===== config.mk =====
export PLATFORM = sky130hd
export DESIGN_NAME = swo_out
export DESIGN_NICKNAME = d
export VERILOG_FILES = /design/src/sv/sine_window_oscillator_core_assert.svh /design/src/sv/swo_pkg.sv /design/src/sv/swo_out.sv
export SDC_FILE = /design/constraint.sdc
export NUM_CORES = 1
export LEC_CHECK = 0
export ABC_AREA = 1
export BUFFER_PORTS_ARGS = -buffer_cell sky130_fd_sc_hd__clkbuf_2
export CORE_UTILIZATION = 30
export CTS_CLUSTER_SIZE = 20
export DETAILED_ROUTE_END_ITERATION = 10
export PLACE_DENSITY = 0.51
export SLEW_MARGIN = 40
export SYNTH_ARGS = -nofsm -noshare
export SYNTH_HDL_FRONTEND = slang
export SYNTH_SLANG_ARGS = --single-unit
export TNS_END_PERCENT = 1

===== constraint.sdc =====
create_clock -name aclk -period 15.8 [get_ports aclk]
set_clock_uncertainty 0.2 [all_clocks]
set_input_delay 0.79 -clock aclk [delete_from_list [all_inputs] [get_ports aclk]]
set_output_delay 0.79 -clock aclk [all_outputs]
set_load 0.01 [all_outputs]

===== src/sv/sine_window_oscillator_core_assert.svh =====
// Assertion macros for the sine window oscillator RTL.
// Needs nothing else; the bodies are empty when SYNTHESIS is defined.
`ifndef SINE_WINDOW_OSCILLATOR_CORE_ASSERT_SVH
`define SINE_WINDOW_OSCILLATOR_CORE_ASSERT_SVH
`ifndef SYNTHESIS
// property that must hold on every clock edge out of reset
`define SWO_ASSERT(lbl, clk, rst_n, prop, msg) \
    lbl: assert property (@(posedge clk) disable iff (!rst_n) (prop)) \
        else $error(msg);
// condition that must hold in the cycle after a trigger
`define SWO_ASSERT_NEXT(lbl, clk, rst_n, trig, cons, msg) \
    lbl: assert property (@(posedge clk) disable iff (!rst_n) (trig) |=> (cons)) \
        else $error(msg);
`else
`define SWO_ASSERT(lbl, clk, rst_n, prop, msg)
`define SWO_ASSERT_NEXT(lbl, clk, rst_n, trig, cons, msg)
`endif
`endif


===== src/sv/swo_pkg.sv =====
// Package for the sine window oscillator: widths, codes, reset constants and
// the structs passed between its modules. Depends on nothing.
package swo_pkg;

    localparam int MAX_QUADS     = 255;
    localparam int OSC_FRAC_BITS = 30;

    localparam int SAMPLE_W   = 16;
    localparam int OSC_W      = 32;
    localparam int WGT_W      = OSC_W + 2;
    localparam int TYPE_W     = 2;
    localparam int QCFG_W     = 8;
    localparam int QUAD_W     = $clog2(MAX_QUADS + 1);
    localparam int QEXT_W     = (QUAD_W > QCFG_W) ? QUAD_W : QCFG_W;
    localparam int POS_W      = $clog2(4 * MAX_QUADS);
    localparam int LEN_W      = QUAD_W + 2;
    localparam int FREQ_W     = OSC_FRAC_BITS + 2;
    localparam int COEFF_W    = OSC_FRAC_BITS + 2;
    localparam int DIV_W      = OSC_FRAC_BITS + 4;
    localparam int CFG_IDX_W  = 4;
    localparam int CFG_DATA_W = 8;

    // register indexes
    localparam logic [CFG_IDX_W-1:0] REG_WINDOW_TYPE  = CFG_IDX_W'(0);
    localparam logic [CFG_IDX_W-1:0] REG_WINDOW_QUADS = CFG_IDX_W'(1);

    // window types; the unused code behaves as the falling quarter
    localparam logic [TYPE_W-1:0] WT_FULL    = TYPE_W'(0);
    localparam logic [TYPE_W-1:0] WT_RISING  = TYPE_W'(1);
    localparam logic [TYPE_W-1:0] WT_FALLING = TYPE_W'(2);

    localparam logic [TYPE_W-1:0] RESET_TYPE  = WT_FULL;
    localparam logic [QCFG_W-1:0] RESET_QUADS = QCFG_W'(80);

    // pi in Q.F, rounded from a Q62 value
    localparam logic [63:0] PI_Q62 = 64'hC90FDAA22168C235;
    localparam logic [63:0] PI_F =
        (PI_Q62 + (64'd1 << (61 - OSC_FRAC_BITS))) >> (62 - OSC_FRAC_BITS);

    // frequency and coefficient for the reset configuration
    localparam logic [63:0] RESET_LEN1  = 64'd4 * 64'(RESET_QUADS) + 64'd1;
    localparam logic [63:0] RESET_NUM   = (RESET_TYPE == WT_FULL) ? (PI_F << 1) : PI_F;
    localparam logic [63:0] RESET_FREQ  = (RESET_NUM + RESET_LEN1 / 64'd2) / RESET_LEN1;
    localparam logic [63:0] RESET_FSQ   =
        (RESET_FREQ * RESET_FREQ + (64'd1 << (OSC_FRAC_BITS - 1))) >> OSC_FRAC_BITS;
    localparam logic [63:0] RESET_COEFF = (64'd2 << OSC_FRAC_BITS) - RESET_FSQ;

    localparam logic signed [OSC_W-1:0] OSC_ONE = OSC_W'(64'd1 << OSC_FRAC_BITS);
    localparam logic signed [OSC_W-1:0] OSC_MAX = {1'b0, {(OSC_W-1){1'b1}}};
    localparam logic signed [OSC_W-1:0] OSC_MIN = {1'b1, {(OSC_W-1){1'b0}}};
    localparam logic signed [SAMPLE_W-1:0] SAMPLE_MAX = {1'b0, {(SAMPLE_W-1){1'b1}}};
    localparam logic signed [SAMPLE_W-1:0] SAMPLE_MIN = {1'b1, {(SAMPLE_W-1){1'b0}}};

    localparam logic RESET_RISING = (RESET_TYPE == WT_FULL) || (RESET_TYPE == WT_RISING);
    localparam logic signed [OSC_W-1:0] RESET_PREV =
        RESET_RISING ? OSC_W'(0) : OSC_ONE;
    localparam logic signed [OSC_W-1:0] RESET_CURR =
        RESET_RISING ? OSC_W'(RESET_FREQ) : OSC_W'((RESET_COEFF + 64'd1) >> 1);

    // window settings and control from the configuration side
    typedef struct packed {
        logic [TYPE_W-1:0]  wtype;
        logic [FREQ_W-1:0]  freq;
        logic [COEFF_W-1:0] coeff;
        logic [POS_W-1:0]   last_pos;
        logic               load;
        logic               busy;
    } swo_window_t;

    // request held between the oscillator stage and the output stage
    typedef struct packed {
        logic signed [SAMPLE_W-1:0] sample;
        logic signed [WGT_W-1:0]    weight;
        logic                       last;
    } swo_stage_t;

endpackage


===== src/sv/swo_out.sv =====
// Output stage: sample times weight, rounded, saturated and registered.
// Depends on swo_pkg.
module swo_out (
    input  logic                                aclk,
    input  logic                                aresetn,
    input  logic                                st_valid,
    output logic                                st_ready,
    input  swo_pkg::swo_stage_t                 st,
    output logic                                m_valid,
    input  logic                                m_ready,
    output logic signed [swo_pkg::SAMPLE_W-1:0] m_windowed_sample,
    output logic                                m_window_last
);
    import swo_pkg::*;

    localparam int PROD_W = SAMPLE_W + WGT_W;

    logic signed [PROD_W-1:0]   prod;
    logic signed [PROD_W-1:0]   prod_rnd;
    logic signed [PROD_W-1:0]   prod_shf;
    logic signed [SAMPLE_W-1:0] y;
    logic                       m_vld_reg;
    logic signed [SAMPLE_W-1:0] y_reg;
    logic                       last_reg;
    logic                       load;

    // round half up at bit F+1 and clip to the sample range
    always_comb begin
        prod     = $signed(st.sample) * $signed(st.weight);
        prod_rnd = prod + $signed(PROD_W'(64'd1 << OSC_FRAC_BITS));
        prod_shf = prod_rnd >>> (OSC_FRAC_BITS + 1);
        if (prod_shf > PROD_W'(SAMPLE_MAX)) begin
            y = SAMPLE_MAX;
        end else if (prod_shf < PROD_W'(SAMPLE_MIN)) begin
            y = SAMPLE_MIN;
        end else begin
            y = SAMPLE_W'(prod_shf);
        end
    end

    assign st_ready = !m_vld_reg || m_ready;
    assign load     = st_valid && st_ready;

    always_ff @(posedge aclk) begin
        if (!aresetn) begin
            m_vld_reg <= 1'b0;
        end else if (load) begin
            m_vld_reg <= 1'b1;
        end else if (m_ready) begin
            m_vld_reg <= 1'b0;
        end
    end

    // hold the result until it is taken
    always_ff @(posedge aclk) begin
        if (load) begin
            y_reg    <= y;
            last_reg <= st.last;
        end
    end

    assign m_valid           = m_vld_reg;
    assign m_windowed_sample = y_reg;
    assign m_window_last     = last_reg;

endmodule


Word level (Yosys, flattened, before mapping)

Cells that the tools add are included.

Memories: 0
Bits in latches: 0
Bits in read-only memories: 0
RAM bits: 0
Logic and storage cells: 14
Bits in registers: 18
Input bits: 55

Reductions and logical operators: 4
Divide/modulo/power cells: 0
Multiply operators: 1
Muxes and demuxes: 3
Bitwise gates (word level): 0
Magnitude comparators: 2
Equality and inequality tests: 0
Shift-type cells: 0
Add/sub/neg operators: 1

Operators by type and width:

| operator                 | count |
|---|---|
| $add A50 B32 Y50 const B | 1 |
| $mul A16 B34 Y50         | 1 |
| $gt A19 B16 Y1 const B   | 1 |
| $lt A19 B16 Y1 const B   | 1 |
| $mux W16                 | 1 |
| $mux W1                  | 2 |
| $reduce_bool A2 Y1       | 1 |
| $logic_and A1 B1 Y1      | 1 |
| $logic_not A1 Y1         | 1 |
| $logic_or A1 B1 Y1       | 1 |

Longest topological paths before layout

Word-level depth: 4
Gate-level depth with buffers: 32

Least setup slack after synthesis

No wires, ideal clock.

Path kind: input to register
From: input port st[39] in the netlist's numbering
To: register y_reg[10], in the netlist m_windowed_sample[10], data pin
Cell stages on the path: 27
Setup time: 252 ps
Path buffers: 3
Arrival: 6367 ps
Slack: 8981 ps
Data required time: 15348 ps
Path through: clkbuf_1 clkbuf_1 nand2_1 fa_1 inv_1 fa_1 inv_1 fa_1 inv_1 fa_1 inv_1 fa_1 inv_1 fa_1 ha_1 nand2_1 nor3_1 nand2_1 nor2_1 nand2_1 nand4_1 nand2_1 nor2_1 nand2_1 nand2_4 buf_8 nand2_2

Longest elaborated chain between the ends: 4

Ends and longest elaborated chain:

| what                   | line          | text |
|---|---|---|
| start: declaration     | swo_out.sv:8  | `input swo_pkg::swo_stage_t st,` |
| $mul A16 B34 Y50 *     | swo_out.sv:29 | `prod = $signed(st.sample) * $signed(st.weight);` |
| $add A50 B32 Y50 *     | swo_out.sv:30 | `prod_rnd = prod + $signed(PROD_W'(64'd1 << OSC_FRAC_BITS));` |
| $lt A19 B16 Y1         | swo_out.sv:34 | `end else if (prod_shf < PROD_W'(SAMPLE_MIN)) begin` |
| $mux W16               | swo_out.sv:34 |  |
| end signal: assignment | swo_out.sv:57 | `y_reg <= y;` |
| end: declaration       | swo_out.sv:23 | `logic signed [SAMPLE_W-1:0] y_reg;` |

Every way passes the cells marked *; elsewhere a longest branch is shown, timed or not.
A chain may end at the register's enable or synchronous reset.

Final worst setup path

From: input port st[37] in the netlist's numbering
To: register y_reg[12], in the netlist m_windowed_sample[12], data pin

The elaborated chain is that of the path after synthesis.

==> metrics.txt <==
Syn-to-layout area delta 5.692%; overall die width between 200 and 300 µm; Synth top area share 0.4996; Clock Path Buffers 2; Final setup viols 0; Worst Hold Launch m_valid; Avg Inst Size Synth about 7.5 µm²; postcts setup bufs 0; # DRC 0; Iteration-0 DRC Markers approximately 720; wire per inst between 15 and 20 µm; Die Y-Extent 263.8 µm; CTS tree yes; Crit Path Max Fanout 34; PostCTS Resize Cnt 0; Synth Register Bits 18; Area contributors post-synth fa_1 (50%), inv_1 (16%), nand2_1 (14%); register area share after synthesis 0.02581; pin count of the biggest net entering global routing 36; TritonCTS buffer count 3; Yosys Warn Count 0; max-slew violations 0; DR vias/cell ~4.3; Post-Syn Area about 21,000 µm²; total wire length 54.54 mm; FMAX roughly 140 MHz; worst hold slack ~0.33 ns; Critical Path Max Stage Delay just under 0.8 ns; max-cap violation count 0; setup ws final approximately 9 ns; commonest non-fill, non-tap cell in the layout inv_1; Worst-Margin Slew approximately 0.8 ns; router iterations before antenna repair 5; Min Clock Period, post-route 7.053 ns; outcome complete, no violations; final count of hold timing violations 0; clock transition at the registers of the reported paths 0.05 ns; FF-to-FF Start m_valid; core area 67,510 µm²; CP startpoint st[37]; CP arrival a little under 7 ns; initial antenna violation count 2; io pins 74; CP Launch Type primary input; total congestion overflow 0; DP Worst Slack between 8 and 9 ns; WS Path Type primary input to flip-flop; layout cells sized above 1 0.04572; I/O Buffers 73; Period Utilization, post-route 0.4464; GPL Wtd Cong 0.8682; crit path capture type flip-flop; Netlist cell types 32; syn_nets ~3,400; post-synthesis instance total ~2,700; CP max stage cell fa_1; vias in the first global route between 15,000 and 20,000; Bufs and invs on worst path 6; Total GRT Usage 0.1650; Vias 15,460; first-pass GRT wire length a little over 90 mm; Total Nets Final approximately 3,400; Post-CTS Hold Buffers 0; clock root cell clkbuf_16; Synth area leader fa_1; CTS Sinks 18; post-DP HPWL roughly 46 mm; Setup TNS Final 0 ns; Initial Util 0.3044; fillcell total around 7,400; worst skew pair latency around 0.25 ns; RSZ-0062 raised after global routing no; crit-path leading delay family adder cells; commonest non-fill, non-tap cells in the layout inv_1 (897), nand2_1 (778), fa_1 (513), nor2_1 (115), ha_1 (115); H-tree levels 1; DP Cell Count between 3,000 and 4,000; Layout Cells excl Fill between 3,000 and 4,000; full die area between 60,000 and 70,000 µm²; # rows 95; worst path required time approximately 16 ns; worst min-delay path category flip-flop to flip-flop; Rel. slew slack 0.4757; antenna violation net count after detailed routing 0
## Yosys cell counts
master	number
nand2_4	3
nand4_1	7
a21o_1	4
nor3b_1	1
buf_1	1
o21bai_1	8
clkbuf_1	120
nor2_2	2
nand2_2	13
buf_8	1
xnor2_1	8
nand3_1	38
nand3b_1	1
nand2_1	778
buf_4	1
inv_2	8
nor2_1	115
nor3_1	12
nand3_2	2
ha_1	115
dfxtp_1	1
a21oi_1	45
o21ai_0	14
fa_1	513
buf_2	3
o21ai_2	1
inv_1	897
xor2_1	11
nor2_4	1
or2_2	5
edfxtp_1	17
a21boi_0	2
## metrics by stage
step             util  cell area (µm²)
3_3_place_gp   0.3201            21610
6_report       0.3218            21720
4_1_cts        0.3213            21690
5_1_grt        0.3218            21720
3_5_place_dp   0.3202            21620
2_1_floorplan       -            20550
## sequential cells by signal, indices dropped and copies added (netlist names)
| register | count |
|---|---|
| m_window_last | 1 |
| m_windowed_sample | 16 |
| m_valid | 1 |
## tightest hold or removal path, cell delays in order (launching register included)
cell and delay, ns:
dfxtp_1 0.32, nand2_1 0.08, a21boi_0 0.08
## routing by layer
layer	track usage	routed length, µm	share of wire
met5	0	7	0.00013
met3	0.008669	1945	0.036
met4	0.01870	655	0.012
met2	0.2964	26780	0.49
met1	0.2246	25150	0.46
## cells by family after synthesis
kind of cell             count (synthesis)  share of synthesized area
AO/OA/AOI/OAI                           74                    0.01991
AND/OR/NAND/NOR                        978                     0.1874
buffers and inverters                 1031                     0.1892
adder cells (fa/ha/maj)                628                     0.5696
flip-flops                              18                    0.02581
XOR/XNOR                                19                   0.008096
## final timing paths
kind | to | slack (ns) | cells past startpoint
max | m_windowed_sample[12] | 8.75 | 25
min | m_valid | 0.33 | 2
max reg2reg | m_windowed_sample[9] | 14.53 | 2
min reg2reg | m_valid | 0.33 | 2
## layout make-up
cell class / count / area (µm²) / area share
diodes: 1 / 2.502 / 0.0001152
clock buffers: 3 / 75.07 / 0.003456
clock inverters: 1 / 3.754 / 0.0001728
inverters: 905 / 3397 / 0.1564
multi-input cells: 1699 / 16140 / 0.7427
flip-flops and latches: 18 / 530.5 / 0.02442
well taps: 873 / 1092 / 0.05028
repair buffers: 86 / 488.0 / 0.02246
Power is not shown: default switching activity piles up to over one toggle a cycle in this logic, so the estimate is an artifact.
