**src/sv/sine_window_oscillator_core_assert.svh**
```systemverilog
// Assertion macros for the sine window oscillator RTL.
// Needs nothing else; the bodies are empty when SYNTHESIS is defined.
`ifndef SINE_WINDOW_OSCILLATOR_CORE_ASSERT_SVH
`define SINE_WINDOW_OSCILLATOR_CORE_ASSERT_SVH
`ifndef SYNTHESIS
// property that must hold on every clock edge out of reset
`define SWO_ASSERT(lbl, clk, rst_n, prop, msg) \
    lbl: assert property (@(posedge clk) disable iff (!rst_n) (prop)) \
        else $error(msg);
// condition that must hold in the cycle after a trigger
`define SWO_ASSERT_NEXT(lbl, clk, rst_n, trig, cons, msg) \
    lbl: assert property (@(posedge clk) disable iff (!rst_n) (trig) |=> (cons)) \
        else $error(msg);
`else
`define SWO_ASSERT(lbl, clk, rst_n, prop, msg)
`define SWO_ASSERT_NEXT(lbl, clk, rst_n, trig, cons, msg)
`endif
`endif

```
**src/sv/swo_pkg.sv**
```systemverilog
// Package for the sine window oscillator: widths, codes, reset constants and
// the structs passed between its modules. Depends on nothing.
package swo_pkg;

    localparam int MAX_QUADS     = 255;
    localparam int OSC_FRAC_BITS = 30;

    localparam int SAMPLE_W   = 16;
    localparam int OSC_W      = 32;
    localparam int WGT_W      = OSC_W + 2;
    localparam int TYPE_W     = 2;
    localparam int QCFG_W     = 8;
    localparam int QUAD_W     = $clog2(MAX_QUADS + 1);
    localparam int QEXT_W     = (QUAD_W > QCFG_W) ? QUAD_W : QCFG_W;
    localparam int POS_W      = $clog2(4 * MAX_QUADS);
    localparam int LEN_W      = QUAD_W + 2;
    localparam int FREQ_W     = OSC_FRAC_BITS + 2;
    localparam int COEFF_W    = OSC_FRAC_BITS + 2;
    localparam int DIV_W      = OSC_FRAC_BITS + 4;
    localparam int CFG_IDX_W  = 4;
    localparam int CFG_DATA_W = 8;

    // register indexes
    localparam logic [CFG_IDX_W-1:0] REG_WINDOW_TYPE  = CFG_IDX_W'(0);
    localparam logic [CFG_IDX_W-1:0] REG_WINDOW_QUADS = CFG_IDX_W'(1);

    // window types; the unused code behaves as the falling quarter
    localparam logic [TYPE_W-1:0] WT_FULL    = TYPE_W'(0);
    localparam logic [TYPE_W-1:0] WT_RISING  = TYPE_W'(1);
    localparam logic [TYPE_W-1:0] WT_FALLING = TYPE_W'(2);

    localparam logic [TYPE_W-1:0] RESET_TYPE  = WT_FULL;
    localparam logic [QCFG_W-1:0] RESET_QUADS = QCFG_W'(80);

    // pi in Q.F, rounded from a Q62 value
    localparam logic [63:0] PI_Q62 = 64'hC90FDAA22168C235;
    localparam logic [63:0] PI_F =
        (PI_Q62 + (64'd1 << (61 - OSC_FRAC_BITS))) >> (62 - OSC_FRAC_BITS);

    // frequency and coefficient for the reset configuration
    localparam logic [63:0] RESET_LEN1  = 64'd4 * 64'(RESET_QUADS) + 64'd1;
    localparam logic [63:0] RESET_NUM   = (RESET_TYPE == WT_FULL) ? (PI_F << 1) : PI_F;
    localparam logic [63:0] RESET_FREQ  = (RESET_NUM + RESET_LEN1 / 64'd2) / RESET_LEN1;
    localparam logic [63:0] RESET_FSQ   =
        (RESET_FREQ * RESET_FREQ + (64'd1 << (OSC_FRAC_BITS - 1))) >> OSC_FRAC_BITS;
    localparam logic [63:0] RESET_COEFF = (64'd2 << OSC_FRAC_BITS) - RESET_FSQ;

    localparam logic signed [OSC_W-1:0] OSC_ONE = OSC_W'(64'd1 << OSC_FRAC_BITS);
    localparam logic signed [OSC_W-1:0] OSC_MAX = {1'b0, {(OSC_W-1){1'b1}}};
    localparam logic signed [OSC_W-1:0] OSC_MIN = {1'b1, {(OSC_W-1){1'b0}}};
    localparam logic signed [SAMPLE_W-1:0] SAMPLE_MAX = {1'b0, {(SAMPLE_W-1){1'b1}}};
    localparam logic signed [SAMPLE_W-1:0] SAMPLE_MIN = {1'b1, {(SAMPLE_W-1){1'b0}}};

    localparam logic RESET_RISING = (RESET_TYPE == WT_FULL) || (RESET_TYPE == WT_RISING);
    localparam logic signed [OSC_W-1:0] RESET_PREV =
        RESET_RISING ? OSC_W'(0) : OSC_ONE;
    localparam logic signed [OSC_W-1:0] RESET_CURR =
        RESET_RISING ? OSC_W'(RESET_FREQ) : OSC_W'((RESET_COEFF + 64'd1) >> 1);

    // window settings and control from the configuration side
    typedef struct packed {
        logic [TYPE_W-1:0]  wtype;
        logic [FREQ_W-1:0]  freq;
        logic [COEFF_W-1:0] coeff;
        logic [POS_W-1:0]   last_pos;
        logic               load;
        logic               busy;
    } swo_window_t;

    // request held between the oscillator stage and the output stage
    typedef struct packed {
        logic signed [SAMPLE_W-1:0] sample;
        logic signed [WGT_W-1:0]    weight;
        logic                       last;
    } swo_stage_t;

endpackage

```
**src/sv/swo_osc.sv**
```systemverilog
// Recursive oscillator, sample position and the input stage register that
// pairs each request with its window weight. Depends on swo_pkg.
`include "sine_window_oscillator_core_assert.svh"
module swo_osc (
    input  logic                            aclk,
    input  logic                            aresetn,
    input  swo_pkg::swo_window_t            win,
    input  logic                            s_valid,
    output logic                            s_ready,
    input  logic signed [swo_pkg::SAMPLE_W-1:0] s_sample_in,
    input  logic                            st_ready,
    output logic                            st_valid,
    output swo_pkg::swo_stage_t             st
);
    import swo_pkg::*;

    localparam int STEP_W = 2 * OSC_W + 2;

    logic signed [OSC_W-1:0]  prev_reg, prev_next;
    logic signed [OSC_W-1:0]  curr_reg, curr_next;
    logic [POS_W-1:0]         pos_reg, pos_next;
    logic                     st_vld_reg;
    swo_stage_t               st_reg;

    logic                     take;
    logic                     odd;
    logic                     is_last;
    logic                     rising;
    logic [COEFF_W:0]         coeff_inc;
    logic signed [OSC_W-1:0]  start_prev;
    logic signed [OSC_W-1:0]  start_curr;
    logic signed [STEP_W-1:0] step_prod;
    logic signed [STEP_W-1:0] step_rnd;
    logic signed [STEP_W-1:0] step_shf;
    logic signed [STEP_W-1:0] step_diff;
    logic signed [OSC_W-1:0]  step_val;
    logic signed [WGT_W-1:0]  weight;

    assign s_ready  = !win.busy && (!st_vld_reg || st_ready);
    assign take     = s_valid && s_ready;
    assign odd      = pos_reg[0];
    assign is_last  = pos_reg >= win.last_pos;

    // start values of the window
    always_comb begin
        rising     = (win.wtype == WT_FULL) || (win.wtype == WT_RISING);
        coeff_inc  = (COEFF_W+1)'(win.coeff) + (COEFF_W+1)'(1);
        start_prev = rising ? OSC_W'(0) : OSC_ONE;
        start_curr = rising ? OSC_W'(win.freq) : OSC_W'(coeff_inc >> 1);
    end

    // one oscillator step: round(c*curr) - prev, saturated
    always_comb begin
        step_prod = $signed({1'b0, win.coeff}) * curr_reg;
        step_rnd  = step_prod + $signed(STEP_W'(64'd1 << (OSC_FRAC_BITS - 1)));
        step_shf  = step_rnd >>> OSC_FRAC_BITS;
        step_diff = step_shf - STEP_W'(prev_reg);
        if (step_diff > STEP_W'(OSC_MAX)) begin
            step_val = OSC_MAX;
        end else if (step_diff < STEP_W'(OSC_MIN)) begin
            step_val = OSC_MIN;
        end else begin
            step_val = OSC_W'(step_diff);
        end
    end

    // even positions: sum of both values; odd: the newer value, doubled
    assign weight = odd ? (WGT_W'(curr_reg) <<< 1) : (WGT_W'(prev_reg) + WGT_W'(curr_reg));

    // advance the oscillator after an odd position, reload on restart
    always_comb begin
        prev_next = prev_reg;
        curr_next = curr_reg;
        pos_next  = pos_reg;
        if (win.load || (take && is_last)) begin
            prev_next = start_prev;
            curr_next = start_curr;
            pos_next  = '0;
        end else if (take) begin
            pos_next = pos_reg + POS_W'(1);
            if (odd) begin
                prev_next = curr_reg;
                curr_next = step_val;
            end
        end
    end

    always_ff @(posedge aclk) begin
        if (!aresetn) begin
            prev_reg   <= RESET_PREV;
            curr_reg   <= RESET_CURR;
            pos_reg    <= '0;
            st_vld_reg <= 1'b0;
        end else begin
            prev_reg <= prev_next;
            curr_reg <= curr_next;
            pos_reg  <= pos_next;
            if (take) begin
                st_vld_reg <= 1'b1;
            end else if (st_ready) begin
                st_vld_reg <= 1'b0;
            end
        end
    end

    // capture the request with its weight
    always_ff @(posedge aclk) begin
        if (take) begin
            st_reg.sample <= s_sample_in;
            st_reg.weight <= weight;
            st_reg.last   <= is_last;
        end
    end

    assign st_valid = st_vld_reg;
    assign st       = st_reg;

    `SWO_ASSERT(a_pos_in_window, aclk, aresetn, win.busy || (pos_reg <= win.last_pos), "sample position beyond end of window")
    `SWO_ASSERT_NEXT(a_load_clears_pos, aclk, aresetn, win.load, pos_reg == '0, "window reload did not clear the position")
    `SWO_ASSERT_NEXT(a_osc_shift, aclk, aresetn, take && odd && !is_last, prev_reg == $past(curr_reg), "oscillator did not advance after odd position")

endmodule

```
**config.mk**
```make
export PLATFORM = sky130hd
export DESIGN_NAME = swo_osc
export DESIGN_NICKNAME = d
export VERILOG_FILES = /design/src/sv/swo_pkg.sv /design/src/sv/swo_osc.sv
export VERILOG_INCLUDE_DIRS = /design/src /design/src/sv
export SDC_FILE = /design/constraint.sdc
export NUM_CORES = 2
export LEC_CHECK = 0
export BUFFER_PORTS_ARGS = -buffer_cell sky130_fd_sc_hd__buf_2
export CORE_ASPECT_RATIO = 1.2
export CORE_MARGIN = 8
export CORE_UTILIZATION = 67
export CTS_BUF_LIST = sky130_fd_sc_hd__clkbuf_4
export CTS_CLUSTER_DIAMETER = 120
export DETAILED_ROUTE_END_ITERATION = 16
export PLACE_DENSITY_LB_ADDON = 0.05
export SLEW_MARGIN = 15
export SYNTH_ARGS = -nofsm -noshare
export SYNTH_HDL_FRONTEND = slang
export SYNTH_SLANG_ARGS = --single-unit
```
**constraint.sdc**
```tcl
create_clock -name aclk -period 14.1 [get_ports aclk]
set_input_delay 0.705 -clock aclk [delete_from_list [all_inputs] [get_ports aclk]]
set_output_delay 0.705 -clock aclk [all_outputs]
set_load 0.01 [all_outputs]
```
# == After elaboration in Yosys (flattened, before gate mapping) ==
# Index checks and enable logic that the tools add are counted.
# classes
n_reduce_logical,14
multipliers,1
n_lt_le_gt_ge,3
bitwise,1
add_sub_neg,5
n_eq_ne,1
muxes,13
shift,0
n_div,0
# ops
op,count
two-way mux 32 bit,9
adder 65 x 31 -> 66 bit (second input constant),1
multiplier 33 x 32 -> 65 bit,1
> comparator 37 x 32 -> 1 bit (second input constant),1
< comparator 37 x 32 -> 1 bit (second input constant),1
subtractor 36 x 32 -> 37 bit,1
two-way mux 34 bit,1
adder 32 x 1 -> 33 bit (second input constant),1
adder 32 x 32 -> 33 bit,1
two-way mux 31 bit,1
adder 10 x 1 -> 10 bit (second input constant),1
greater-or-equal comparator 10 bit,1
nonzero test 2 bit,3
logical AND 1 bit,3
logical OR 1 bit,3
== test 2 x 1 -> 1 bit (second input constant),1
zero test 1 bit,2
zero test 2 bit,1
two-way mux 1 bit,2
AND reduction 2 bit,1
OR reduction 2 bit,1
NOT 1 bit,1
# word_totals
regBits,126
mem_count,0
latch_bits,0
rom_bits,0
word_cells,46
ram_bits,0
inputBits,98

# == Depth between registers and ports, before layout ==
# logic_depth
word_depth,9
mapped_depth,42
depth_no_buf,37

# == Least setup slack after synthesis ==
# No wires, ideal clock.
# synth_path
kind,input-to-reg
start,input win[40] (netlist bit)
end,register curr_reg[7]
arrival_time_ns,10.135
cell_stages,40
path_slack_ns,3.869
setup_time_ns,0.096
t_required_ns,14.004
n_path_buf,5
path_cell_list,clkbuf_1 -> clkbuf_1 -> nand2_1 -> fa_1 -> inv_1 -> fa_1 -> fa_1 -> inv_1 -> fa_1 -> inv_1 -> fa_1 -> fa_1 -> fa_1 -> inv_1 -> fa_1 -> inv_1 -> ha_1 -> clkbuf_1 -> (+4 left out) -> o21ai_0 -> a2bb2oi_2 -> o21ba_2 -> o311ai_0 -> xor2_1 -> ha_1 -> clkbuf_1 -> and3_1 -> nand2_1 -> o21ai_0 -> nor3_1 -> a2111oi_0 -> nand3_1 -> nor3_1 -> a31o_1 -> buf_6 -> a221oi_1 -> nor4b_1
# synth_between
elab_chain_cells,9
word_cells_on_any_way,10
classes_between,add/sub (2); mul (1); order compare (2); mux (5)
# synth_rtl
element,line,rtl
start: declaration,swo_osc.sv:7,"input swo_pkg::swo_window_t win,"
multiplier 33 x 32 -> 65 bit (*),swo_osc.sv:54,"step_prod = $signed({1'b0, win.coeff}) * curr_reg;"
adder 65 x 31 -> 66 bit (*),swo_osc.sv:55,step_rnd = step_prod + $signed(STEP_W'(64'd1 << (OSC_FRAC_BITS - 1)));
subtractor 36 x 32 -> 37 bit (*),swo_osc.sv:57,step_diff = step_shf - STEP_W'(prev_reg);
< comparator 37 x 32 -> 1 bit,swo_osc.sv:60,end else if (step_diff < STEP_W'(OSC_MIN)) begin
two-way mux 32 bit,swo_osc.sv:60,
two-way mux 32 bit (*),swo_osc.sv:58,if (step_diff > STEP_W'(OSC_MAX)) begin
two-way mux 32 bit (*),swo_osc.sv:81,if (odd) begin
two-way mux 32 bit (*),swo_osc.sv:79,end else if (take) begin
two-way mux 32 bit (*),swo_osc.sv:75,if (win.load || (take && is_last)) begin
end signal: assignment,swo_osc.sv:96,curr_reg <= curr_next;
end: declaration,swo_osc.sv:20,"logic signed [OSC_W-1:0] curr_reg, curr_next;"
# Mark *: on every way between the ends. The rest lies on a longest branch, timed or not. The select of a mux whose other input is x is not followed.
# A chain may end at the register's enable or synchronous reset.

# == Worst setup path after layout ==
# layout_path
start,register curr_reg[11]
end,register curr_reg[7]
# layout_between
elab_chain_cells,9
word_cells_on_any_way,10
classes_between,add/sub (2); mul (1); order compare (2); mux (5)
# layout_rtl
element,line
multiplier 33 x 32 -> 65 bit (*),swo_osc.sv:54
adder 65 x 31 -> 66 bit (*),swo_osc.sv:55
subtractor 36 x 32 -> 37 bit (*),swo_osc.sv:57
< comparator 37 x 32 -> 1 bit,swo_osc.sv:60
two-way mux 32 bit,swo_osc.sv:60
two-way mux 32 bit (*),swo_osc.sv:58
two-way mux 32 bit (*),swo_osc.sv:81
two-way mux 32 bit (*),swo_osc.sv:79
two-way mux 32 bit (*),swo_osc.sv:75
# Marked as above.

==> parameters.txt <==
Parameter                              Value

STA
  Final Cycle Share ... 89.3%
  Worst-case headroom to the max-slew limit ... 15.8%
  Final setup vio count ... 0
  Endpoints failing hold ... 0
  Pins over their slew limit ... 0
  Setup Total Neg Slack ... 0 ps
  Highest Clock Rate ... 79.4 MHz
  WHS ... 300 ps
  Clock period minus worst slack ... between 10000 and 15000 ps
  Layout Skew ... 36.1 ps
  Worst-margin pin slew ... 1260 ps
  RSZ-0062 raised after global routing ... no

Placement
  Placed insts ... 5634
  PortBufs ... 149
  RePlAce Congestion ... 0.946
  Placed inst area ... 0.0440 mm²
  Sum of net half-perimeters after detailed placement ... 95200 µm

Clocking
  Clock transition at the registers of the reported paths ... 120 ps
  Number of buffers added for setup after CTS ... 0
  Sink count of the clock tree ... 125
  Total of cells resized after clock tree synthesis ... 0
  TritonCTS buffer count ... 17
  Number of hold-repair buffers added at the cts stage ... 0
  TritonCTS clock tree ... built
  Number of buffers on the longest clock path ... 2
  Buffer cell driving the clock tree root ... clkbuf_4
  Deepest level of the CTS H-tree ... 4
  Clock latency on the worst-skew pair ... 590 ps

Drt
  First drt pass iteration count ... 6
  Drt total wl ... 120000 µm
  Vias per cell ... ~5.9
  Count of routing violations after the opening detailed-route iteration ... 2592
  Routed wirelength normalized by instance count ... 21.3 µm
  Via count of the routed design ... 33600
  Remaining number of nets flagged by the antenna check after routing ... 0
  DRC violations left ... 0

Synthesis
  Mapped Nets ... 6285
  Leading post-synthesis cells by instance count ... 973 x inv_1, 899 x fa_1, 628 x nand2_1
  Share of the yosys chip area belonging to registers ... approximately 7%
  Area of the mapped netlist ... approximately 0.043 mm²
  Synthesis warning total ... 0
  Flop and latch count out of synthesis ... 125
  Share of flip-flops with an asynchronous set or reset ... 0%
  Largest cells by area after synthesis ... fa_1 42%, ha_1 11%, inv_1 8.5%, and2_1 7.8%, nand2_1 5.5%
  Number of enable flip-flop cells after synthesis ... 50
  Gate count of the mapped netlist ... 4910
  Top-count cell post-synth ... inv_1
  Average cell area after synthesis ... 8.75 µm²
  Primary flip-flop cell chosen by synthesis mapping ... dfxtp_1
  Number of distinct library cells after synthesis ... 75
  Portion of synthesized cell area occupied by the leading cell type ... 41.9%
  Cell taking the most area after synthesis ... fa_1

Worst setup path
  Data arrival time of the worst path ... 13070 ps
  Data required time of the worst path ... 14580 ps
  Worst-path fanout max ... 22
  Critical Path Source Type ... register
  Cell with the most instances on the worst path ... fa_1
  Register-to-Register Path Depth ... 35
  Critical path type ... reg2reg
  Longest individual stage delay on the worst path ... 1180 ps
  Cell with the largest stage delay on the worst path ... dfxtp_1
  Crit. End Element ... register

Final layout
  Number of standard cells in the final layout excluding fillers ... approximately 5700
  Post-route standard cell area excluding fillers ... 0.0443 mm²
  Area growth from synthesis to layout ... 3.19%
  Final net count ... 6204
  Flip-flop count of the largest register, all copies and words added ... 50
  Fraction of final layout cells with drive strength greater than 1 ... 5.45%

GRT
  Via count of the first global-routing pass ... 35800
  Largest net degree at the start of global routing ... 68
  Number of antenna violations at the first check in global routing ... 5
  Final global-route overflow total ... 0
  Wire length of the first global-routing pass ... 193000 µm
  Overall fraction of global-route tracks in use ... approximately 34%

Min path
  Hold Path Depth ... 1
  Worst min-delay path class ... in2reg

Floorplanning
  Chip width ... 247 µm
  Effective utilization at floorplan ... 67.9%
  Number of placement rows ... 101
  DIE AREA ... 0.0725 mm²
  Area inside the core boundary ... ~0.063 mm²
  Top-level port count ... 151
  Chip height ... between 200 and 300 µm

Flow run
  MaxCap Viol Count ... 0

Run status
  Outcome ... finished, final reports clean
-- final timing paths --
kind             startpoint          end  slack, ps
max            curr_reg[11]  curr_reg[7]       1510
max reg2reg    curr_reg[11]  curr_reg[7]       1510
min reg2reg     prev_reg[0]  prev_reg[0]        530
min          s_sample_in[4]       st[39]        300
-- layer usage --
metal  vias to the layer above  GRT usage [%]  share of wire, %
met1                     17100           41.2                37
met4                         2           18.6               6.5
met2                      1299           59.5                51
met3                       393           4.19               6.1
li1                      14800              -                 -
met5                         -              0            0.0083
-- cells in the final DEF, fill, tap and decap left out, types with 7 or more instances in the layout --
cell type and instances:
inv_1 973, fa_1 899, nand2_1 628, and2_1 534
ha_1 378, a21oi_1 153, buf_2 149, nor2_1 129
o21ai_0 127, dfxtp_1 74, xnor2_1 66, buf_4 65
xor2_1 54, a21o_1 52, edfxtp_1 50, nand3_1 47
nor2b_1 42, nand2b_1 38, nand4_1 31, a22oi_1 30
a211oi_1 29, and3_1 25, o211ai_1 24, o21a_1 22
nor3_1 18, a31oi_1 18, clkbuf_4 18, or3_1 14
o31ai_1 10, a221oi_1 9, and4_1 9, a2111oi_0 7
o21ai_1 7, o221ai_1 7
-- final cells by class --
| type | count | area, µm² |
|---|---|---|
| Multi-Input combinational cell | 3497 | 35100 |
| Fill cell | 5176 | 19000 |
| Inverter | 974 | 3660 |
| Sequential cell | 125 | 3000 |
| Timing Repair Buffer | 214 | 1230 |
| Tap cell | 824 | 1030 |
| Clock inverter | 14 | 144 |
| Clock buffer | 18 | 135 |
| Antenna cell | 2 | 5.00 |
-- metrics by stage --
step	setup WS [ps]	utilization [%]
2_1_floorplan	3870	-
3_3_place_gp	1800	69.6
4_1_cts	1880	70.0
6_report	1510	70.0
5_1_grt	1050	70.0
3_5_place_dp	1710	69.6
-- logic make-up (layout without fill, tap and decap cells) --
| family | count (synthesis) | after routing | synth area share (%) |
|---|---|---|---|
| compound gates | 554 | 554 | 8.26 |
| fa+ha+maj | 1277 | 1277 | 52.9 |
| xor+xnor | 120 | 120 | 2.45 |
| flops | 125 | 125 | 6.99 |
| mux | 9 | 9 | 0.218 |
| other cells | 0 | 2 | 0 |
| simple gates | 1537 | 1537 | 17.9 |
| buf+inv | 1288 | 1220 | 11.3 |
-- worst max-delay path: cells and delay by family, from the launching register on --
kind	cells	cell delay [ps]
buf+inv	5	660
flops	1	1180
compound gates	10	4120
fa+ha+maj	10	4560
simple gates	9	1730
mux	1	200
Power is left out: the tool's default activity adds up to more than one toggle a clock period on the data nets, which glitch-free logic cannot reach.
