File: config.mk
export PLATFORM = sky130hd
export DESIGN_NAME = swo_cfg
export DESIGN_NICKNAME = d
export VERILOG_FILES = /design/src/sv/sine_window_oscillator_core_assert.svh /design/src/sv/swo_pkg.sv /design/src/sv/swo_div.sv /design/src/sv/swo_cfg.sv
export SDC_FILE = /design/constraint.sdc
export NUM_CORES = 2
export LEC_CHECK = 0
export BUFFER_PORTS_ARGS = -buffer_cell sky130_fd_sc_hd__buf_4
export CORE_ASPECT_RATIO = 1.1
export CORE_MARGIN = 2
export CORE_UTILIZATION = 50
export CTS_CLUSTER_SIZE = 28
export DETAILED_ROUTE_END_ITERATION = 10
export PLACE_DENSITY = 0.69
export SYNTH_ARGS = -nofsm -noshare
export SYNTH_HDL_FRONTEND = slang
export SYNTH_SLANG_ARGS = --single-unit
export TNS_END_PERCENT = 30
File: constraint.sdc
create_clock -name aclk -period 7.7 [get_ports aclk]
set_input_delay 0.385 -clock aclk [delete_from_list [all_inputs] [get_ports aclk]]
set_output_delay 0.385 -clock aclk [all_outputs]
set_load 0.05 [all_outputs]
File: src/sv/sine_window_oscillator_core_assert.svh
// Assertion macros for the sine window oscillator RTL.
// Needs nothing else; the bodies are empty when SYNTHESIS is defined.
`ifndef SINE_WINDOW_OSCILLATOR_CORE_ASSERT_SVH
`define SINE_WINDOW_OSCILLATOR_CORE_ASSERT_SVH
`ifndef SYNTHESIS
// property that must hold on every clock edge out of reset
`define SWO_ASSERT(lbl, clk, rst_n, prop, msg) \
    lbl: assert property (@(posedge clk) disable iff (!rst_n) (prop)) \
        else $error(msg);
// condition that must hold in the cycle after a trigger
`define SWO_ASSERT_NEXT(lbl, clk, rst_n, trig, cons, msg) \
    lbl: assert property (@(posedge clk) disable iff (!rst_n) (trig) |=> (cons)) \
        else $error(msg);
`else
`define SWO_ASSERT(lbl, clk, rst_n, prop, msg)
`define SWO_ASSERT_NEXT(lbl, clk, rst_n, trig, cons, msg)
`endif
`endif

File: src/sv/swo_pkg.sv
// Package for the sine window oscillator: widths, codes, reset constants and
// the structs passed between its modules. Depends on nothing.
package swo_pkg;

    localparam int MAX_QUADS     = 255;
    localparam int OSC_FRAC_BITS = 30;

    localparam int SAMPLE_W   = 16;
    localparam int OSC_W      = 32;
    localparam int WGT_W      = OSC_W + 2;
    localparam int TYPE_W     = 2;
    localparam int QCFG_W     = 8;
    localparam int QUAD_W     = $clog2(MAX_QUADS + 1);
    localparam int QEXT_W     = (QUAD_W > QCFG_W) ? QUAD_W : QCFG_W;
    localparam int POS_W      = $clog2(4 * MAX_QUADS);
    localparam int LEN_W      = QUAD_W + 2;
    localparam int FREQ_W     = OSC_FRAC_BITS + 2;
    localparam int COEFF_W    = OSC_FRAC_BITS + 2;
    localparam int DIV_W      = OSC_FRAC_BITS + 4;
    localparam int CFG_IDX_W  = 4;
    localparam int CFG_DATA_W = 8;

    // register indexes
    localparam logic [CFG_IDX_W-1:0] REG_WINDOW_TYPE  = CFG_IDX_W'(0);
    localparam logic [CFG_IDX_W-1:0] REG_WINDOW_QUADS = CFG_IDX_W'(1);

    // window types; the unused code behaves as the falling quarter
    localparam logic [TYPE_W-1:0] WT_FULL    = TYPE_W'(0);
    localparam logic [TYPE_W-1:0] WT_RISING  = TYPE_W'(1);
    localparam logic [TYPE_W-1:0] WT_FALLING = TYPE_W'(2);

    localparam logic [TYPE_W-1:0] RESET_TYPE  = WT_FULL;
    localparam logic [QCFG_W-1:0] RESET_QUADS = QCFG_W'(80);

    // pi in Q.F, rounded from a Q62 value
    localparam logic [63:0] PI_Q62 = 64'hC90FDAA22168C235;
    localparam logic [63:0] PI_F =
        (PI_Q62 + (64'd1 << (61 - OSC_FRAC_BITS))) >> (62 - OSC_FRAC_BITS);

    // frequency and coefficient for the reset configuration
    localparam logic [63:0] RESET_LEN1  = 64'd4 * 64'(RESET_QUADS) + 64'd1;
    localparam logic [63:0] RESET_NUM   = (RESET_TYPE == WT_FULL) ? (PI_F << 1) : PI_F;
    localparam logic [63:0] RESET_FREQ  = (RESET_NUM + RESET_LEN1 / 64'd2) / RESET_LEN1;
    localparam logic [63:0] RESET_FSQ   =
        (RESET_FREQ * RESET_FREQ + (64'd1 << (OSC_FRAC_BITS - 1))) >> OSC_FRAC_BITS;
    localparam logic [63:0] RESET_COEFF = (64'd2 << OSC_FRAC_BITS) - RESET_FSQ;

    localparam logic signed [OSC_W-1:0] OSC_ONE = OSC_W'(64'd1 << OSC_FRAC_BITS);
    localparam logic signed [OSC_W-1:0] OSC_MAX = {1'b0, {(OSC_W-1){1'b1}}};
    localparam logic signed [OSC_W-1:0] OSC_MIN = {1'b1, {(OSC_W-1){1'b0}}};
    localparam logic signed [SAMPLE_W-1:0] SAMPLE_MAX = {1'b0, {(SAMPLE_W-1){1'b1}}};
    localparam logic signed [SAMPLE_W-1:0] SAMPLE_MIN = {1'b1, {(SAMPLE_W-1){1'b0}}};

    localparam logic RESET_RISING = (RESET_TYPE == WT_FULL) || (RESET_TYPE == WT_RISING);
    localparam logic signed [OSC_W-1:0] RESET_PREV =
        RESET_RISING ? OSC_W'(0) : OSC_ONE;
    localparam logic signed [OSC_W-1:0] RESET_CURR =
        RESET_RISING ? OSC_W'(RESET_FREQ) : OSC_W'((RESET_COEFF + 64'd1) >> 1);

    // window settings and control from the configuration side
    typedef struct packed {
        logic [TYPE_W-1:0]  wtype;
        logic [FREQ_W-1:0]  freq;
        logic [COEFF_W-1:0] coeff;
        logic [POS_W-1:0]   last_pos;
        logic               load;
        logic               busy;
    } swo_window_t;

    // request held between the oscillator stage and the output stage
    typedef struct packed {
        logic signed [SAMPLE_W-1:0] sample;
        logic signed [WGT_W-1:0]    weight;
        logic                       last;
    } swo_stage_t;

endpackage

File: src/sv/swo_div.sv
// Restoring divider, one quotient bit per cycle, for the window frequency.
// Depends on swo_pkg.
module swo_div (
    input  logic                       aclk,
    input  logic                       aresetn,
    input  logic                       start,
    input  logic [swo_pkg::DIV_W-1:0]  dividend,
    input  logic [swo_pkg::LEN_W-1:0]  divisor,
    output logic                       done,
    output logic [swo_pkg::DIV_W-1:0]  quotient
);
    import swo_pkg::*;

    localparam int CNT_W = $clog2(DIV_W + 1);

    logic             busy_reg;
    logic             done_reg;
    logic [CNT_W-1:0] cnt_reg;
    logic [LEN_W-1:0] rem_reg;
    logic [DIV_W-1:0] quo_reg;
    logic [LEN_W:0]   trial;
    logic             fits;
    logic [LEN_W-1:0] rem_next;

    // trial subtract of the divisor from the shifted remainder
    always_comb begin
        trial    = {rem_reg, quo_reg[DIV_W-1]};
        fits     = trial >= {1'b0, divisor};
        rem_next = fits ? LEN_W'(trial - {1'b0, divisor}) : trial[LEN_W-1:0];
    end

    // control: count the quotient bits
    always_ff @(posedge aclk) begin
        if (!aresetn) begin
            busy_reg <= 1'b0;
            done_reg <= 1'b0;
            cnt_reg  <= '0;
        end else begin
            done_reg <= 1'b0;
            if (start) begin
                busy_reg <= 1'b1;
                cnt_reg  <= CNT_W'(DIV_W);
            end else if (busy_reg) begin
                cnt_reg <= cnt_reg - CNT_W'(1);
                if (cnt_reg == CNT_W'(1)) begin
                    busy_reg <= 1'b0;
                    done_reg <= 1'b1;
                end
            end
        end
    end

    // datapath: dividend bits shift out as quotient bits shift in
    always_ff @(posedge aclk) begin
        if (start) begin
            rem_reg <= '0;
            quo_reg <= dividend;
        end else if (busy_reg) begin
            rem_reg <= rem_next;
            quo_reg <= {quo_reg[DIV_W-2:0], fits};
        end
    end

    assign done     = done_reg;
    assign quotient = quo_reg;

endmodule

File: src/sv/swo_cfg.sv
// Configuration registers and the sequencer that works out the oscillator
// frequency and coefficient after a write. Depends on swo_pkg and swo_div.
module swo_cfg (
    input  logic                           aclk,
    input  logic                           aresetn,
    input  logic                           cfg_valid,
    output logic                           cfg_ready,
    input  logic [swo_pkg::CFG_IDX_W-1:0]  cfg_index,
    input  logic [swo_pkg::CFG_DATA_W-1:0] cfg_data,
    output swo_pkg::swo_window_t           win
);
    import swo_pkg::*;

    typedef enum logic [5:0] {
        ST_IDLE  = 6'b000001,
        ST_START = 6'b000010,
        ST_DIV   = 6'b000100,
        ST_SQR   = 6'b001000,
        ST_CALC  = 6'b010000,
        ST_FIN   = 6'b100000
    } swo_cfg_state_t;

    swo_cfg_state_t      state_reg, state_next;
    logic [TYPE_W-1:0]   type_reg;
    logic [QCFG_W-1:0]   quads_reg;
    logic [FREQ_W-1:0]   freq_reg;
    logic [COEFF_W-1:0]  coeff_reg;
    logic [2*FREQ_W-1:0] sq_reg;

    logic                cfg_take;
    logic                wr_type;
    logic                wr_quads;
    logic [QEXT_W-1:0]   q_ext;
    logic [QEXT_W-1:0]   q_clamp;
    logic [QUAD_W-1:0]   q_eff;
    logic [LEN_W-1:0]    len1;
    logic [DIV_W-1:0]    num;
    logic [DIV_W-1:0]    dividend;
    logic                div_done;
    logic [DIV_W-1:0]    div_quo;
    logic [2*FREQ_W:0]   fsq_rnd;
    logic [COEFF_W-1:0]  coeff_calc;

    // decode the register write
    always_comb begin
        cfg_take = cfg_valid && cfg_ready;
        wr_type  = 1'b0;
        wr_quads = 1'b0;
        unique case (cfg_index)
            REG_WINDOW_TYPE:  wr_type  = cfg_take;
            REG_WINDOW_QUADS: wr_quads = cfg_take;
            default: ;
        endcase
    end

    // clamp the quad count and form the divider operands
    always_comb begin
        q_ext = QEXT_W'(quads_reg);
        if (q_ext == '0) begin
            q_clamp = QEXT_W'(1);
        end else if (q_ext > QEXT_W'(MAX_QUADS)) begin
            q_clamp = QEXT_W'(MAX_QUADS);
        end else begin
            q_clamp = q_ext;
        end
        q_eff    = QUAD_W'(q_clamp);
        len1     = {q_eff, 2'b01};
        num      = (type_reg == WT_FULL) ? DIV_W'(PI_F << 1) : DIV_W'(PI_F);
        dividend = num + DIV_W'({q_eff, 1'b0});
    end

    swo_div u_div (
        .aclk     (aclk),
        .aresetn  (aresetn),
        .start    (state_reg == ST_START),
        .dividend (dividend),
        .divisor  (len1),
        .done     (div_done),
        .quotient (div_quo)
    );

    // round the squared frequency and take it from two
    always_comb begin
        fsq_rnd    = (2*FREQ_W+1)'(sq_reg) + (2*FREQ_W+1)'(64'd1 << (OSC_FRAC_BITS - 1));
        coeff_calc = COEFF_W'(64'd2 << OSC_FRAC_BITS) - COEFF_W'(fsq_rnd >> OSC_FRAC_BITS);
    end

    // sequence: divide, square, coefficient, reload the oscillator
    always_comb begin
        state_next = state_reg;
        unique case (state_reg)
            ST_IDLE:  if (wr_type || wr_quads) state_next = ST_START;
            ST_START: state_next = ST_DIV;
            ST_DIV:   if (div_done) state_next = ST_SQR;
            ST_SQR:   state_next = ST_CALC;
            ST_CALC:  state_next = ST_FIN;
            ST_FIN:   state_next = ST_IDLE;
            default:  state_next = ST_IDLE;
        endcase
    end

    always_ff @(posedge aclk) begin
        if (!aresetn) begin
            state_reg <= ST_IDLE;
            type_reg  <= RESET_TYPE;
            quads_reg <= RESET_QUADS;
            freq_reg  <= FREQ_W'(RESET_FREQ);
            coeff_reg <= COEFF_W'(RESET_COEFF);
        end else begin
            state_reg <= state_next;
            if (wr_type) begin
                type_reg <= cfg_data[TYPE_W-1:0];
            end
            if (wr_quads) begin
                quads_reg <= cfg_data[QCFG_W-1:0];
            end
            if (state_reg == ST_DIV && div_done) begin
                freq_reg <= FREQ_W'(div_quo);
            end
            if (state_reg == ST_CALC) begin
                coeff_reg <= coeff_calc;
            end
        end
    end

    // hold the square of the new frequency
    always_ff @(posedge aclk) begin
        if (state_reg == ST_SQR) begin
            sq_reg <= (2*FREQ_W)'(freq_reg) * (2*FREQ_W)'(freq_reg);
        end
    end

    assign cfg_ready = (state_reg == ST_IDLE);

    always_comb begin
        win.wtype    = type_reg;
        win.freq     = freq_reg;
        win.coeff    = coeff_reg;
        win.last_pos = POS_W'({q_eff - QUAD_W'(1), 2'b11});
        win.load     = (state_reg == ST_FIN);
        win.busy     = (state_reg != ST_IDLE);
    end

endmodule

* Word level (Yosys, flattened, before mapping)
Cells that the tools add are included.
** Word-level totals
- Logic and storage cells :: 61
- Register bits after elaboration :: 194
- Input bits :: 15
** Cells by class
- Eq/ne operators :: 11
- Multiply operators :: 1
- Reductions and logical operators :: 10
- Muxes and demuxes :: 17
- Bitwise logic cells :: 2
- Order comparisons :: 2
- Add/subtract/negate cells :: 6
** Operators with widths (count)
- $mux W34 :: 2
- $add A62 B30 Y62 const B :: 1
- $mul A32 B32 Y62 :: 1
- $add A33 B9 Y34 :: 1
- $mux W33 :: 1
- $sub A32 B32 Y32 const A :: 1
- $pmux W6 S5 :: 1
- $mux W6 :: 4
- $mux W8 :: 2
- $eq A6 B1 Y1 const B :: 2
- $ge A11 B10 Y1 :: 1
- $mux W10 :: 1
- $sub A10 B10 Y10 :: 1
- $gt A8 B8 Y1 const B :: 1
- $logic_not A8 Y1 :: 1
- $sub A8 B1 Y8 const B :: 1
- $eq A6 B2 Y1 const B :: 1
- $eq A6 B3 Y1 const B :: 1
- $eq A6 B4 Y1 const B :: 1
- $eq A6 B5 Y1 const B :: 1
- $eq A6 B6 Y1 const B :: 1
- $mux W1 :: 6
- $ne A6 B1 Y1 const B :: 1
- $sub A6 B1 Y6 const B :: 1
- other kinds (11) :: 14

* Logic depth before layout (Yosys ltp)
- Word-level depth :: 6
- Gate-level depth with buffers :: 29
- Depth with buffers taken out :: 27

* Modules after synthesis
A second synthesis with hierarchy kept.
** Unflattened totals
- Cells, all modules :: 3909
- Area, all modules :: 37001.7 µm²
** By module, submodules not included
- swo_cfg :: seq. area each 2592.5 µm², area an instance 34234.1 µm², instances 1, cells each 3680
- swo_div :: seq. area each 1381.3 µm², area an instance 2767.7 µm², instances 1, cells each 229

* Least setup slack after synthesis
No wires, ideal clock.
- Path kind :: register to register
- From :: register freq_reg[5]
- To :: register sq_reg[61] (data pin)
- Required time :: 7.564 ns
- Clock period less this slack :: 7.811 ns
- Setup slack :: -0.111 ns
- Library setup time :: 0.136 ns
- Cell stages (with the launch flop) :: 27
- Buffers on the path :: 3
- Arrival :: 7.675 ns
- Cells stage by stage :: dfxtp_1 > clkbuf_1 > clkbuf_1 > nand2_1 > fa_1 > inv_1 > fa_1 > fa_1 > inv_1 > fa_1 > inv_1 > fa_1 > fa_1 > fa_1 > inv_1 > fa_1 > inv_1 > ha_1 > clkbuf_1 > a21o_1 > a31oi_1 > o31ai_1 > a311o_1 > o311ai_1 > a31oi_1 > or4_1 > nand3_1
** Between the ends
- Word-level cells in the longest chain between the ends :: 1
** RTL lines
- start: declaration :: line swo_cfg.sv:26 : logic [FREQ_W-1:0] freq_reg;
- start signal: assignment :: line swo_cfg.sv:107 : freq_reg <= FREQ_W'(RESET_FREQ);
- start signal: assignment :: line swo_cfg.sv:118 : freq_reg <= FREQ_W'(div_quo);
- $mul A32 B32 Y62 :: line swo_cfg.sv:129 : sq_reg <= (2*FREQ_W)'(freq_reg) * (2*FREQ_W)'(freq_reg);
- end signal: assignment :: line swo_cfg.sv:129
- end: declaration :: line swo_cfg.sv:28 : logic [2*FREQ_W-1:0] sq_reg;
No other way between the ends.
A chain may end at the register's enable or synchronous reset.

* Final worst setup path
- From :: register freq_reg[9]
- To :: register sq_reg[42] (data pin)
Same word-level chain as after synthesis.

==> impl_metrics.py <==
metrics = {
    "cts": {
        "clk_pin_slew_ps": 70,
        "clkLatencyLatePin_ps": 460,
        "htreeDepth": 4,
        "hold_buffers": 0,
        "cts.sinks": 165,
        "cts_tree": "done",
        "clock_path_buffers": 2,
        "cts_made_buffers": 17,
        "cts-root-buf": "clkbuf_16",
    },
    "setup_path": {
        "crit_fanout": 9,
        "critical_path.top_delay_family": "adder cells",
        "critPathCaptureType": "register",
        "cpMaxStageDelayCell": "fa_1",
        "max_stage_delay_ps": 560,
        "path_common_cell": "fa_1",
        "cp.required_ps": 7910,
        "crit_arrival_ps": 7820,
        "critPathLaunchType": "register",
        "cp.buffers_inverters": 8,
        "crit_type": "reg -> reg",
    },
    "flow_run": {
        "cap_viol_max_count": 0,
    },
    "place": {
        "numPortBuffers": 91,
        "gp_congestion": 0.941,
        "dp_slack_ps": -412,
        "dp_hpwl_um": 80500,
        "place_area_mm2": 0.0400,
    },
    "synth": {
        "synth_ff_type": "dfxtp_1",
        "synth_top_family_by_area": "adder cells",
        "yosys.area_share.xor_xnor_pct": 3.28,
        "synth_top_area_share_pct": 42.8,
        "synth_compound_area_share_pct": 6.34,
        "yosysTopAreaCell": "fa_1",
        "muxShareOfSynthArea_pct": 0.933,
        "synth_edf_count": 67,
        "synth_area_leaders": "fa_1 (43%), inv_1 (10%), ha_1 (10%)",
        "async_flop_share_pct": 0,
        "synth_fa_ha_area_share_pct": 53.0,
        "syn_avg_cell_area_um2": 9.23,
        "ys_warn_count": 0,
        "ys_types": 77,
        "yosysSeqAreaShare_pct": 10.7,
        "postSynthCellCount": 4022,
        "synth-simple-area-share_pct": 13.6,
        "yosys_register_bits": 165,
        "syn_area_mm2": 0.0371,
    },
    "route": {
        "via_per_inst": 5.34,
        "vias": 27393,
        "drcViolationCount": 0,
        "firstDrtPassIters": 7,
        "wl_um": 98300,
        "drtIter0Drc": 1602,
        "final_antenna_net_count": 0,
        "wl_per_cell_um": 19.2,
    },
    "power": {
        "p_leak_nw": 21.0,
        "powerDensity_mw_per_mm2": 55.5,
        "max-vdd-ir-drop_mv": 0.180,
        "p_total_mw": 2.28,
    },
    "sta": {
        "maxSlewHeadroom_pct": 46.5,
        "period_needed_ps": 7610,
        "fin_ws_ps": 89.7,
        "skew_ps": 16.8,
        "worstMarginPinSlew_ps": 802,
        "hold_violations": 0,
        "period_share_pct": 98.8,
        "setup_viol": 0,
        "timing.fmax_mhz": 131,
        "drv_slew": 0,
        "rsz0062_at_grt": "true",
        "setup-tns-final_ps": 0,
    },
    "floorplanning": {
        "die_w_um": 264,
        "start_util_pct": 50.6,
        "coreArea_mm2": 0.0734,
        "die_h_um": 290,
        "dieArea_mm2": 0.0765,
        "pin_count": 94,
        "num_rows": 104,
    },
    "global_routing": {
        "gr-usage-all-layers_pct": 26.1,
        "overflow": 0,
        "antenna_found_initial": 2,
        "grt_pass1_vias": 29150,
        "grt_max_degree": 54,
        "grt_pass1_wl_um": 155000,
    },
    "layout": {
        "largest_reg_flops": 34,
        "finalNetCount": 5274,
        "area_growth_pct": 10.8,
        "stdcell_area_mm2": 0.0411,
        "fill_cells": 6536,
        "post-route-util_pct": 56.0,
        "seq_area_mm2": 0.00403,
        "insertedDiodeCount": 0,
        "drive_gt1_share_pct": 10.2,
        "multi_input_area_mm2": 0.0289,
    },
    "outcome": {
        "status": "finished clean",
    },
    "hold_path": {
        "min_path_type": "in -> reg",
    },
}
## routing by layer
| layer | track usage [%] | vias to the layer above | routed length (um) |
|---|---|---|---|
| met5 | 0 | - | 16 |
| met4 | 9.27 | 2 | 4020 |
| met1 | 32.4 | 13946 | 38300 |
| met2 | 47.1 | 811 | 50700 |
| met3 | 2.83 | 178 | 5370 |
| li1 | - | 12456 | - |
## cell usage in the layout (no fill, tap or decap), drive strengths merged, types with 9 or more instances in the layout
cell type / netlist / layout
o21bai: 15 / 15
and2: 230 / 230
and3: 15 / 15
clkbuf: 153 / 26
nor3: 36 / 36
inv: 1030 / 1038
a211oi: 16 / 16
or2: 9 / 9
o31ai: 9 / 9
dfxtp: 98 / 98
nor2: 134 / 134
a21o: 25 / 25
edfxtp: 67 / 67
a21oi: 110 / 110
nor2b: 16 / 16
a31oi: 17 / 17
mux2i: 29 / 29
fa: 794 / 794
nand4: 29 / 29
ha: 301 / 301
xor2: 52 / 52
o21ai: 70 / 70
nand3: 49 / 49
nand2: 425 / 425
o21a: 14 / 14
xnor2: 87 / 87
nand2b: 19 / 19
nor4: 22 / 22
buf: 14 / 285
o211ai: 24 / 24
## area by class of cell
type | instances | area share (%)
clock buffers | 22 | 1.21
clock inverters | 10 | 0.237
multi-input cells | 2659 | 70.3
inverters | 1032 | 9.43
repair buffers | 289 | 6.17
well taps | 954 | 2.90
flip-flops and latches | 165 | 9.80
## cells in the mapped netlist (8+ instances only)
library cell / instances
inv_1: 1030
fa_1: 794
nand2_1: 425
ha_1: 301
and2_1: 230
clkbuf_1: 153
nor2_1: 134
a21oi_1: 110
dfxtp_1: 98
xnor2_1: 87
edfxtp_1: 67
o21ai_0: 66
xor2_1: 52
nand3_1: 46
nor3_1: 35
mux2i_1: 29
nand4_1: 29
a21o_1: 25
o211ai_1: 24
nor4_1: 21
nand2b_1: 19
a31oi_1: 17
a211oi_1: 16
nor2b_1: 16
and3_1: 15
o21bai_1: 15
o21a_1: 14
buf_2: 9
o31ai_1: 9
a31o_2: 8
and4_1: 8
or2_2: 8
## final timing paths
kind / startpoint / to / slack [ps] / depth (start not counted)
max: freq_reg[9]$_SDFFE_PN1P_ / sq_reg[42]$_DFFE_PN_ / 90 / 26
min: cfg_data[6] / q_ext[6]$_SDFFE_PN1P_ / 140 / 3
max reg2reg: freq_reg[9]$_SDFFE_PN1P_ / sq_reg[42]$_DFFE_PN_ / 90 / 26
min reg2reg: coeff_reg[20]$_SDFFE_PN1P_ / coeff_reg[20]$_SDFFE_PN1P_ / 470 / 2
## worst reg2reg max path: stages (launching register included)
cell and delay (ps):
dfxtp_4 470, inv_1 190, nor2_2 230, buf_4 170, fa_1 440, fa_1 550, inv_1 60, fa_1 460
fa_1 540, inv_1 50, fa_1 550, fa_1 430, fa_1 560, fa_1 510, ha_1 250, a21oi_1 220
o21ai_0 160, a31oi_1 190, o211ai_1 110, buf_4 170, buf_4 130, buf_4 120, buf_4 120, or2_2 280
o21ai_2 160, o21bai_1 90, xor2_1 140
## where the power goes
| group | switching [mW] | total (mW) | internal, mW | leakage [nW] |
|---|---|---|---|---|
| combinational | 0.233 | 0.405 | 0.171 | 19.3 |
| sequential | 0.0383 | 0.995 | 0.957 | 1.41 |
| clock | 0.410 | 0.885 | 0.475 | 0.294 |
## cell families (layout without fill, tap and decap cells)
kind of cell,Yosys count,after routing
flops,165,165
simple gates,1028,1028
compound gates,361,361
xor+xnor,139,139
fa+ha+maj,1095,1095
buf+inv,1199,1353
mux,34,34
other cells,1,2
## repair_timing
action | CTS | global route
buffers inserted | 1 | 8
endpoints found under the hold margin | 0 | 0
resized for setup | 10 | 90
pin swaps | 1 | 24
endpoints found under the setup margin | 13 | 22
cloned | 0 | 4
## metrics by stage
stage,hold WS [ps],instances
after floorplan,451,4023
after global placement,453,5086
after detailed placement,464,5086
after CTS,126,5119
after global routing,141,5131
final,144,5131
Note: power is estimated with default switching activity, not from simulation.
